## config.mk

```make
export PLATFORM = sky130hd
export DESIGN_NAME = midi_track_event_serializer_top
export DESIGN_NICKNAME = d
export VERILOG_FILES = /design/src/rtl/mtes_pkg.sv /design/src/rtl/mtes_front.sv /design/src/rtl/mtes_fifo.sv /design/src/rtl/mtes_back.sv /design/src/rtl/midi_track_event_serializer_top.sv
export SDC_FILE = /design/constraint.sdc
export NUM_CORES = 2
export LEC_CHECK = 0
export BUFFER_PORTS_ARGS = -buffer_cell sky130_fd_sc_hd__buf_2
export CAP_MARGIN = 25
export CORE_ASPECT_RATIO = 1.5
export CORE_MARGIN = 1.5
export CORE_UTILIZATION = 58
export DETAILED_ROUTE_END_ITERATION = 10
export PLACE_DENSITY_LB_ADDON = 0.25
export SYNTH_ARGS = -nofsm -noshare
export SYNTH_HDL_FRONTEND = slang
export SYNTH_SLANG_ARGS = --single-unit
```

## constraint.sdc

```tcl
create_clock -name i_clk -period 7.7 [get_ports i_clk]
set_input_delay 0.385 -clock i_clk [delete_from_list [all_inputs] [get_ports i_clk]]
set_output_delay 0.385 -clock i_clk [all_outputs]
set_load 0.03 [all_outputs]
```

## src/rtl/mtes_pkg.sv

```systemverilog
// ----------------------------------------------------------------------------
// mtes_pkg
// Types, constants and byte tables shared by the SMF track serializer.
// ----------------------------------------------------------------------------
package mtes_pkg;

    typedef struct packed {
        logic [1:0]  action;
        logic [31:0] event_time_ms;
        logic [23:0] message;
    } t_in_item;

    typedef struct packed {
        logic [7:0]  byte_out;
        logic        last;
        logic [31:0] track_length;
    } t_out_item;

    // classified transaction handed from the front end to the byte engine
    typedef struct packed {
        logic [1:0]  action;
        logic [27:0] delta;
        logic [23:0] message;
        logic [1:0]  vlq_last;   // number of delta bytes minus one
        logic [1:0]  msg_len;    // number of message bytes
    } t_cmd;

    localparam logic [1:0] ACT_START = 2'd0;
    localparam logic [1:0] ACT_EVENT = 2'd1;
    localparam logic [1:0] ACT_END   = 2'd2;

    // ms*24/125: q = ms/125 via reciprocal 2^32 + RECIP_LO, shift 39
    localparam logic [26:0] RECIP_LO   = 27'd103079216;
    localparam logic [15:0] FRAC_MUL   = 16'd33555;    // ceil(2^22/125)
    localparam int          FRAC_SHIFT = 22;

    localparam logic [27:0] DELTA_MAX = 28'hFFF_FFFF;

    localparam logic [4:0] START_LAST  = 5'd28;
    localparam logic [4:0] TRACK_FIRST = 5'd22;
    localparam logic [4:0] END_LAST    = 5'd3;

    localparam logic [3:0] ST_NOTE_OFF  = 4'h8;
    localparam logic [3:0] ST_NOTE_ON   = 4'h9;
    localparam logic [3:0] ST_POLY_AT   = 4'hA;
    localparam logic [3:0] ST_CTRL      = 4'hB;
    localparam logic [3:0] ST_PROGRAM   = 4'hC;
    localparam logic [3:0] ST_CHAN_AT   = 4'hD;
    localparam logic [3:0] ST_PITCH     = 4'hE;

    localparam logic [7:0] META_PREFIX  = 8'hFF;
    localparam logic [7:0] META_TEMPO   = 8'h51;
    localparam logic [7:0] META_EOT     = 8'h2F;

    // file header, track header, delta 0 and the 120 BPM tempo event
    function automatic logic [7:0] start_byte(input logic [4:0] idx);
        logic [7:0] b;
        unique case (idx)
            5'd0:    b = 8'h4D;
            5'd1:    b = 8'h54;
            5'd2:    b = 8'h68;
            5'd3:    b = 8'h64;
            5'd7:    b = 8'h06;
            5'd11:   b = 8'h01;
            5'd13:   b = 8'h60;
            5'd14:   b = 8'h4D;
            5'd15:   b = 8'h54;
            5'd16:   b = 8'h72;
            5'd17:   b = 8'h6B;
            5'd23:   b = META_PREFIX;
            5'd24:   b = META_TEMPO;
            5'd25:   b = 8'h03;
            5'd26:   b = 8'h07;
            5'd27:   b = 8'hA1;
            5'd28:   b = 8'h20;
            default: b = 8'h00;
        endcase
        return b;
    endfunction

    function automatic logic [7:0] end_byte(input logic [1:0] idx);
        logic [7:0] b;
        unique case (idx)
            2'd1:    b = META_PREFIX;
            2'd2:    b = META_EOT;
            default: b = 8'h00;
        endcase
        return b;
    endfunction

endpackage

```

## src/rtl/mtes_front.sv

```systemverilog
// ----------------------------------------------------------------------------
// mtes_front
// Accepts transactions, converts ms to ticks over three stages, forms the
// tick delta and classifies the message length before queueing.
// ----------------------------------------------------------------------------
module mtes_front (
    input  logic              i_clk,
    input  logic              i_rst_n,
    input  logic              i_in_valid,
    output logic              o_in_stall,
    input  mtes_pkg::t_in_item i_in_data,
    output logic              o_push,
    output mtes_pkg::t_cmd    o_cmd,
    input  logic              i_full
);
    import mtes_pkg::*;

    logic        adv;

    logic        r_v1;
    logic [1:0]  r_act1;
    logic [23:0] r_msg1;
    logic [31:0] r_ms1;
    logic [58:0] r_prod1;

    logic        r_v2;
    logic [1:0]  r_act2;
    logic [23:0] r_msg2;
    logic [25:0] r_q2;
    logic [6:0]  r_r2;

    logic        r_v3;
    logic [1:0]  r_act3;
    logic [23:0] r_msg3;
    logic [31:0] r_tick3;

    logic [31:0] r_prev_tick;

    logic [32:0] sum1;
    logic [25:0] q1;
    logic [31:0] rem1;
    logic [11:0] t24;
    logic [27:0] fprod;
    logic [4:0]  frac;
    logic [31:0] tick2;
    logic [31:0] diff;
    logic [27:0] delta;
    logic [1:0]  vlq_last;
    logic [1:0]  msg_len;

    assign adv        = !r_v3 || !i_full;
    assign o_in_stall = !adv;

    assign sum1  = {1'b0, r_ms1} + {6'b0, r_prod1[58:32]};
    assign q1    = sum1[32:7];
    assign rem1  = r_ms1 - 32'(32'(q1) * 32'd125);

    assign t24   = 12'(12'(r_r2) * 12'd24);
    assign fprod = 28'(t24) * 28'(FRAC_MUL);
    assign frac  = fprod[FRAC_SHIFT +: 5];
    assign tick2 = 32'(32'(r_q2) * 32'd24) + 32'(frac);

    always_comb begin
        diff = r_tick3 - r_prev_tick;
        if (r_act3 != ACT_EVENT || r_tick3 < r_prev_tick) begin
            delta = '0;
        end else if (diff > 32'(DELTA_MAX)) begin
            delta = DELTA_MAX;
        end else begin
            delta = diff[27:0];
        end
        priority if (delta[27:21] != '0) begin
            vlq_last = 2'd3;
        end else if (delta[20:14] != '0) begin
            vlq_last = 2'd2;
        end else if (delta[13:7] != '0) begin
            vlq_last = 2'd1;
        end else begin
            vlq_last = 2'd0;
        end
        msg_len = 2'd0;
        if (r_act3 == ACT_EVENT) begin
            unique case (r_msg3[7:4])
                ST_NOTE_OFF, ST_NOTE_ON, ST_POLY_AT, ST_CTRL, ST_PITCH: msg_len = 2'd3;
                ST_PROGRAM, ST_CHAN_AT:                                msg_len = 2'd2;
                default:                                               msg_len = 2'd0;
            endcase
        end
    end

    assign o_push = r_v3 && !i_full &&
                    (r_act3 == ACT_START || r_act3 == ACT_EVENT || r_act3 == ACT_END);
    assign o_cmd  = '{action: r_act3, delta: delta, message: r_msg3,
                      vlq_last: vlq_last, msg_len: msg_len};

    always_ff @(posedge i_clk) begin
        if (!i_rst_n) begin
            r_v1        <= 1'b0;
            r_v2        <= 1'b0;
            r_v3        <= 1'b0;
            r_prev_tick <= '0;
        end else if (adv) begin
            r_v1 <= i_in_valid;
            r_v2 <= r_v1;
            r_v3 <= r_v2;
            if (r_v3 && r_act3 == ACT_EVENT) begin
                r_prev_tick <= r_tick3;
            end else if (r_v3 && r_act3 == ACT_START) begin
                r_prev_tick <= '0;
            end
        end
    end

    always_ff @(posedge i_clk) begin
        if (adv) begin
            r_act1  <= i_in_data.action;
            r_msg1  <= i_in_data.message;
            r_ms1   <= i_in_data.event_time_ms;
            r_prod1 <= 59'(i_in_data.event_time_ms) * 59'(RECIP_LO);
            r_act2  <= r_act1;
            r_msg2  <= r_msg1;
            r_q2    <= q1;
            r_r2    <= rem1[6:0];
            r_act3  <= r_act2;
            r_msg3  <= r_msg2;
            r_tick3 <= tick2;
        end
    end

endmodule

```

## src/rtl/mtes_fifo.sv

```systemverilog
// ----------------------------------------------------------------------------
// mtes_fifo
// Small register queue between the front end and the byte engine.
// ----------------------------------------------------------------------------
module mtes_fifo #(
    parameter int DEPTH = 4
) (
    input  logic           i_clk,
    input  logic           i_rst_n,
    input  logic           i_push,
    input  mtes_pkg::t_cmd i_cmd,
    input  logic           i_pop,
    output mtes_pkg::t_cmd o_head,
    output logic           o_empty,
    output logic           o_full
);
    import mtes_pkg::*;

    localparam int AW = $clog2(DEPTH);
    localparam int CW = $clog2(DEPTH + 1);

    t_cmd          r_mem [DEPTH];
    logic [AW-1:0] r_wr;
    logic [AW-1:0] r_rd;
    logic [CW-1:0] r_cnt;

    assign o_head  = r_mem[r_rd];
    assign o_empty = (r_cnt == '0);
    assign o_full  = (r_cnt == CW'(DEPTH));

    always_ff @(posedge i_clk) begin
        if (i_push) begin
            r_mem[r_wr] <= i_cmd;
        end
    end

    always_ff @(posedge i_clk) begin
        if (!i_rst_n) begin
            r_wr  <= '0;
            r_rd  <= '0;
            r_cnt <= '0;
        end else begin
            if (i_push) begin
                r_wr <= (r_wr == AW'(DEPTH - 1)) ? '0 : r_wr + 1'b1;
            end
            if (i_pop) begin
                r_rd <= (r_rd == AW'(DEPTH - 1)) ? '0 : r_rd + 1'b1;
            end
            if (i_push && !i_pop) begin
                r_cnt <= r_cnt + 1'b1;
            end else if (i_pop && !i_push) begin
                r_cnt <= r_cnt - 1'b1;
            end
        end
    end

endmodule

```

## src/rtl/mtes_back.sv

```systemverilog
// ----------------------------------------------------------------------------
// mtes_back
// Byte engine: walks the head transaction one byte a cycle into the output
// register, unless the output stalls, and keeps the track body byte count.
// ----------------------------------------------------------------------------
module mtes_back (
    input  logic               i_clk,
    input  logic               i_rst_n,
    input  logic               i_empty,
    input  mtes_pkg::t_cmd     i_head,
    output logic               o_pop,
    output logic               o_out_valid,
    input  logic               i_out_stall,
    output mtes_pkg::t_out_item o_out_data
);
    import mtes_pkg::*;

    logic        r_ov;
    t_out_item   r_out;
    logic [4:0]  r_idx;
    logic [31:0] r_trk;

    logic        ld;
    logic [4:0]  last_idx;
    logic        is_last;
    logic        is_track;
    logic [7:0]  ev_byte;
    logic [7:0]  nxt_byte;
    logic [1:0]  grp;
    logic [1:0]  mk;
    logic [6:0]  grp_bits;

    assign ld      = !i_empty && (!r_ov || !i_out_stall);
    assign is_last = (r_idx == last_idx);
    assign o_pop   = ld && is_last;

    always_comb begin
        grp = i_head.vlq_last - r_idx[1:0];
        mk  = 2'(r_idx[2:0] - {1'b0, i_head.vlq_last} - 3'd1);
        unique case (grp)
            2'd0: grp_bits = i_head.delta[6:0];
            2'd1: grp_bits = i_head.delta[13:7];
            2'd2: grp_bits = i_head.delta[20:14];
            2'd3: grp_bits = i_head.delta[27:21];
        endcase
        if (r_idx <= 5'(i_head.vlq_last)) begin
            ev_byte = {grp != 2'd0, grp_bits};
        end else begin
            unique case (mk)
                2'd0:    ev_byte = i_head.message[7:0];
                2'd1:    ev_byte = i_head.message[15:8];
                default: ev_byte = i_head.message[23:16];
            endcase
        end
        unique case (i_head.action)
            ACT_START: begin
                last_idx = START_LAST;
                nxt_byte = start_byte(r_idx);
                is_track = (r_idx >= TRACK_FIRST);
            end
            ACT_END: begin
                last_idx = END_LAST;
                nxt_byte = end_byte(r_idx[1:0]);
                is_track = 1'b1;
            end
            default: begin
                last_idx = 5'(i_head.vlq_last) + 5'(i_head.msg_len);
                nxt_byte = ev_byte;
                is_track = 1'b1;
            end
        endcase
    end

    always_ff @(posedge i_clk) begin
        if (!i_rst_n) begin
            r_ov  <= 1'b0;
            r_idx <= '0;
            r_trk <= '0;
        end else begin
            if (ld) begin
                r_ov  <= 1'b1;
                r_idx <= is_last ? '0 : r_idx + 1'b1;
                if (i_head.action == ACT_START && r_idx == '0) begin
                    r_trk <= '0;
                end else if (is_track) begin
                    r_trk <= r_trk + 1'b1;
                end
            end else if (!i_out_stall) begin
                r_ov <= 1'b0;
            end
        end
    end

    always_ff @(posedge i_clk) begin
        if (ld) begin
            r_out.byte_out     <= nxt_byte;
            r_out.last         <= is_last;
            r_out.track_length <= (i_head.action == ACT_END && is_last) ? r_trk + 1'b1 : '0;
        end
    end

    assign o_out_valid = r_ov;
    assign o_out_data  = r_out;

endmodule

```

## src/rtl/midi_track_event_serializer_top.sv

```systemverilog
// ----------------------------------------------------------------------------
// midi_track_event_serializer_top
// Format-0 Standard MIDI File byte stream writer.
// A transaction crosses the front-end stages, queue and output register.
// One byte per cycle unless stalled; start 29 bytes, event 1 to 7, end 4.
// The input side takes one transaction per cycle until the queue fills.
// Reset: synchronous, clears the pipeline, queue, tick and byte counters.
// ----------------------------------------------------------------------------
module midi_track_event_serializer_top #(
    parameter int QUEUE_DEPTH = 4
) (
    input  logic                i_clk,
    input  logic                i_rst_n,
    input  logic                i_in_valid,
    output logic                o_in_stall,
    input  mtes_pkg::t_in_item  i_in_data,
    output logic                o_out_valid,
    input  logic                i_out_stall,
    output mtes_pkg::t_out_item o_out_data
);
    import mtes_pkg::*;

    logic push;
    logic pop;
    logic empty;
    logic full;
    t_cmd cmd;
    t_cmd head;

    mtes_front u_front (
        .i_clk      (i_clk),
        .i_rst_n    (i_rst_n),
        .i_in_valid (i_in_valid),
        .o_in_stall (o_in_stall),
        .i_in_data  (i_in_data),
        .o_push     (push),
        .o_cmd      (cmd),
        .i_full     (full)
    );

    mtes_fifo #(
        .DEPTH (QUEUE_DEPTH)
    ) u_fifo (
        .i_clk   (i_clk),
        .i_rst_n (i_rst_n),
        .i_push  (push),
        .i_cmd   (cmd),
        .i_pop   (pop),
        .o_head  (head),
        .o_empty (empty),
        .o_full  (full)
    );

    mtes_back u_back (
        .i_clk       (i_clk),
        .i_rst_n     (i_rst_n),
        .i_empty     (empty),
        .i_head      (head),
        .o_pop       (pop),
        .o_out_valid (o_out_valid),
        .i_out_stall (i_out_stall),
        .o_out_data  (o_out_data)
    );

endmodule

```

[After elaboration in Yosys (flattened, before gate mapping)]
Memory sizes are Yosys's and may differ from the RTL's. A register that Yosys moved wholly into a read port is not among the register bits.
Cells that the tools add are included.
Word-level totals
  register bits after elaboration: 351
  bits in writable memories: 232
  memory bits (read-only): 256
  memories: 2
Cells by class
  eq/ne operators: 22
  multiplexer cells: 31
  magnitude comparators: 4
  add/subtract/negate cells: 14
  reduce and logical (&&, ||, !) cells: 40
  $mul: 5
Memories
  (name not given): words 32, bits a word 8, read ports 1, clocked after memory_dff 1, write ports 0, line mtes_pkg.sv:58  | unique case (idx)
  u_fifo.r_mem: words 4, bits a word 58, read ports 1, clocked after memory_dff 1, write ports 1, line mtes_fifo.sv:22  | t_cmd r_mem [DEPTH];
Operator list (number)
  $mux 32: 4
  $mux 28: 2
  $mul 32x23->55 const B: 1
  $pmux 8 s2: 3
  $add 32x27->33: 1
  $add 31x5->32: 1
  $add 32x1->32 const B: 1
  $gt 32x28->1 const B: 1
  $lt 32x32->1: 1
  $sub 32x32->32: 1
  $eq 4x4->1 const B: 7
  $mul 26x2->28 const B: 1
  $pmux 7 s4: 1
  $mul 26x7->7 const B: 1
  $mul 9x16->24 const B: 1
  $reduce_bool 7->1: 3
  $mux 5: 3
  $eq 2x2->1 const B: 7
  $mux 2: 7
  $logic_and 1x1->1: 10
  $pmux 5 s2: 1
  $mul 7x2->9 const B: 1
  $eq 2x1->1 const B: 4
  $logic_not 1->1: 8
  25 further kinds: 45

[Depth between registers and ports, before layout]
  depth after elaboration: 8
  gate-level depth with buffers: 35

[By module]
Synthesis repeated with hierarchy kept, for this count alone.
Second synthesis, totals
  cells, all modules: 3401
  area total of the unflattened synthesis: 40715.3 µm²
Modules (own cells, without submodules)
  mtes_front: times used 1, cells each 2484, area an instance 26699.4 µm², seq. area each 6766.5 µm²
  mtes_fifo: times used 1, cells each 347, area an instance 8851.0 µm², seq. area each 7146.9 µm²
  mtes_back: times used 1, cells each 570, area an instance 5165.0 µm², seq. area each 2152.1 µm²

[Worst setup path after synthesis]
No wires, ideal clock.
  path type: register to register
  start point: register u_front.r_r2[0]
  end point: register u_front.r_tick3[27], data pin
  setup time: 0.266 ns
  setup slack: 0.508 ns
  data required time: 7.434 ns
  arrival time: 6.926 ns
  path buffers: 0
  stages on the path, launching flop included: 36
  cells stage by stage: edfxtp_1 -> ha_1 -> inv_1 -> fa_1 -> inv_1 -> a21oi_1 -> o21bai_1 -> a21oi_1 -> nor2_1 -> nor2_1 -> xnor2_1 -> ha_1 -> ha_1 -> ha_1 -> inv_1 -> fa_1 -> inv_1 -> ha_1 -> o21a_1 -> o21ai_0 -> a21oi_1 -> o41ai_1 -> nor2_1 -> a2111o_1 -> nand2_1 -> xnor2_1 -> ha_1 -> inv_1 -> fa_1 -> nand3b_1 -> nor4_1 -> and2b_1 -> and3_1 -> nand3b_1 -> nor3_1 -> xor2_1
Between the ends
  longest elaborated chain between the ends: 3
RTL lines
  from (decl): line mtes_front.sv:30  | logic [6:0] r_r2;
  from (signal assigned): line mtes_front.sv:123  | r_r2 <= rem1[6:0];
  $mul 7x2->9: line mtes_front.sv:58  | assign t24 = 12'(12'(r_r2) * 12'd24);
  $mul 9x16->24: line mtes_front.sv:59  | assign fprod = 28'(t24) * 28'(FRAC_MUL);
  $add 31x5->32: line mtes_front.sv:61  | assign tick2 = 32'(32'(r_q2) * 32'd24) + 32'(frac);
  named net u_front.tick2[27]: line mtes_front.sv:45  | logic [31:0] tick2;
  to (signal assigned): line mtes_front.sv:126  | r_tick3 <= tick2;
  to (decl): line mtes_front.sv:35  | logic [31:0] r_tick3;
The timed path passes the listed nets, and every way through them passes these cells.
A chain may end at the register's enable or synchronous reset.

[Final worst setup path]
  start point: register u_front.r_r2[1]
  end point: register u_front.r_tick3[29], data pin
Same word-level chain as after synthesis.

==> results.json <==
{
  "final_cells": 4511,
  "r2r_cells": 33,
  "synth-edff-count": 475,
  "synth-seq-cells": 565,
  "antenna_found_initial": 0,
  "layout.cells.most_common": "inv_1",
  "track_usage_pct": 24.6,
  "dieArea_um2": 71700,
  "holdCritStartpoint": "i_in_data[7]",
  "final_cell_mix": "inv_1, ha_1, edfxtp_1",
  "final_layout_size_suffix_gt1_share_pct": 9.78,
  "clock_latency_ns": 0.61,
  "nFillCells": 5249,
  "path_max_fanout": 4,
  "cp_slowest_cell": "fa_1",
  "syn_area_um2": 40700,
  "placement.io_buffers": 104,
  "cp_data_arrival_time_ns": 7.63,
  "r2r-end": "u_front.r_tick3[29]",
  "nets": 4422,
  "hold_depth": 1,
  "status": "finished clean",
  "grt_pass1_vias": 26800,
  "start_util_pct": 58.7,
  "post-route-period-util_pct": 94.8,
  "drc": 0,
  "dr.pass1.iters": 5,
  "wl_per_cell_um": 19.0,
  "rrSetupSlack_ns": 0.40,
  "clkTransAtPathRegs_ns": 0.07,
  "antenna_cells": 0,
  "gp_congestion": 0.953,
  "routed-wl-met2_um": 48100,
  "top_layer_used": "met4",
  "core-area_um2": 69200,
  "ys.flop_type": "edfxtp_1",
  "worstSetupPathType": "reg -> reg",
  "grt_pass1_wl_um": 137000,
  "wl_met1_um": 30800,
  "ant_nets": 0,
  "wl_met3_um": 2070,
  "hpwl_um": 66200,
  "max_cap_violations": 0,
  "max-slew-margin-rel_pct": 26.5,
  "viasPerCell": 5.65,
  "grt_max_degree": 142,
  "via_count": 25500,
  "drtIter0Drc": 1462,
  "hold_violations": 0,
  "clock_path_buffers": 3,
  "synthesis.nets": 4275,
  "worstHoldPathType": "in -> reg",
  "synth_area_per_cell_um2": 11.9,
  "root_buffer": "clkbuf_16",
  "crit_required_ns": 8.03,
  "areaGrowthSynthToFinish_pct": 9.23,
  "fp-row-count": 118,
  "die_w_um": 219,
  "synth_area_leaders": "edfxtp_1, ha_1, fa_1",
  "die_h_um": 327,
  "cts_tree": "built",
  "synthDistinctLibCells": 94,
  "postSynthCellCount": 3424,
  "grt_overflow": 0,
  "synth.top_cell.area_share_pct": 35.1,
  "worstSetupStartpointType": "flop",
  "dp_cells": 4389,
  "cpPeakStageDelay_ns": 0.55,
  "clkSinkCount": 565,
  "cts_made_buffers": 49,
  "ys_async_sr_fraction_pct": 0,
  "setup_viol": 0,
  "final-max-slew-violation-count": 0,
  "critPathCaptureType": "flop",
  "hold_end": "u_front.r_msg1[7]",
  "skew_ns": 0.0363,
  "routed_wl_um": 85700,
  "period_minus_slack_ns": 7.30,
  "yosysWarnings": 0,
  "timing.rr.start": "u_front.r_r2[1]",
  "cts_htree_levels": 2,
  "seq_area_frac_synth_pct": 39.5,
  "worst_pin_slew_ns": 1.09,
  "fmax_mhz": 137,
  "ios": 105,
  "synth_top_area_cell": "edfxtp_1"
}
[registers in the layout (all words and copies together) (netlist names), 3 cells and up, named ones only]
register,count
u_back.o_out_data,41
u_back.r_idx,5
u_back.r_trk,32
u_fifo.r_cnt,3
u_fifo.r_mem,232
u_front.r_ms1,32
u_front.r_msg1,24
u_front.r_msg2,24
u_front.r_msg3,24
u_front.r_prev_tick,32
u_front.r_prod1,27
u_front.r_q2,26
u_front.r_r2,7
u_front.r_tick3,32
[synthesized netlist by cell type, types with 7 or more instances]
cell type / count
ha_1: 490
mux2i_1: 25
nand2b_1: 13
dfxtp_1: 90
buf_2: 14
a21o_1: 55
a21boi_0: 10
nand3_1: 56
and2_1: 28
xnor2_1: 123
mux4_2: 65
a22oi_1: 36
nor2_1: 131
nand4_1: 29
nor4_1: 16
nor3_1: 41
o21a_1: 29
a211oi_1: 17
nand2_1: 149
fa_1: 299
inv_1: 538
or2_2: 7
nor2b_1: 86
and3_1: 29
o21ai_0: 101
a21oi_1: 180
edfxtp_1: 475
a31oi_1: 10
or3_1: 10
o21bai_1: 11
o2111ai_1: 7
o211ai_1: 17
xor2_1: 70
clkbuf_1: 57
[logic make-up (layout without fill, tap and decap cells)]
| kind of cell | Yosys count | in the layout | synth area share [%] |
|---|---|---|---|
| buffers and inverters | 617 | 804 | 5.82 |
| multiplexers | 92 | 92 | 4.27 |
| adder cells (fa/ha/maj) | 789 | 789 | 29.8 |
| AND/OR/NAND/NOR | 627 | 627 | 7.85 |
| XOR/XNOR | 194 | 194 | 4.20 |
| AO/OA/AOI/OAI | 540 | 540 | 8.57 |
| flip-flops | 565 | 565 | 39.5 |
[how the worst max path moves through the flow]
stage / startpoint / to / slack [ns] / cells after the start
floorplan: u_front.r_r2[0] / u_front.r_tick3[27] / 0.51 / 35
global placement: u_front.r_r2[1] / u_front.r_tick3[27] / 0.15 / 37
detailed placement: u_front.r_r2[1] / u_front.r_tick3[29] / 0.04 / 37
CTS: u_front.r_r2[1] / u_front.r_tick3[29] / 0.03 / 37
global route: u_front.r_r2[1] / u_front.r_tick3[29] / -0.03 / 36
finish: u_front.r_r2[1] / u_front.r_tick3[29] / 0.40 / 33
[through the flow]
| step | area (µm²) | TNS [ns] | setup WS (ns) | hold slack, ns | utilization [%] |
|---|---|---|---|---|---|
| 3_5_place_dp | 42300 | 0 | 0.0391 | 0.405 | 61.1 |
| 2_1_floorplan | 40700 | 0 | 0.508 | 0.400 | - |
| 4_1_cts | 44300 | 0 | 0.0332 | 0.0103 | 64.0 |
| 6_report | 44400 | 0 | 0.400 | 0.0406 | 64.1 |
| 3_3_place_gp | 42300 | 0 | 0.150 | 0.401 | 61.1 |
| 5_1_grt | 44400 | -0.0337 | -0.0337 | 0.0184 | 64.1 |
[critical path: cells and delay by family, from the launching register on]
kind / cells / cell delay [ns]
fa+ha+maj: 9 / 2.98
simple gates: 10 / 1.70
compound gates: 7 / 1.18
xor+xnor: 3 / 0.45
flops: 1 / 0.39
buf+inv: 4 / 0.34
[layer usage]
metal,vias up,global-route usage [%]
met1,12500,25.8
met3,203,1.92
met4,0,12.4
met5,-,0
met2,508,48.2
li1,12200,-
[layout make-up]
class,count,area [µm²],share of cell area (%)
Clock inverter,30,409,0.921
Multi-Input combinational cell,2242,22300,50.2
Clock buffer,61,1320,2.98
Timing Repair Buffer,175,1140,2.57
Sequential cell,565,16100,36.2
Inverter,538,2030,4.56
Tap cell,900,1130,2.54
[what timing repair did]
item,in CTS,in global routing
gates resized for setup,0,17
setup endpoints to repair,0,12
setup buffers,0,5
endpoints found under the hold margin,25,0
hold buffers,25,0
Power is not shown: default switching activity piles up to over one toggle a cycle in this logic, so the estimate is an artifact.
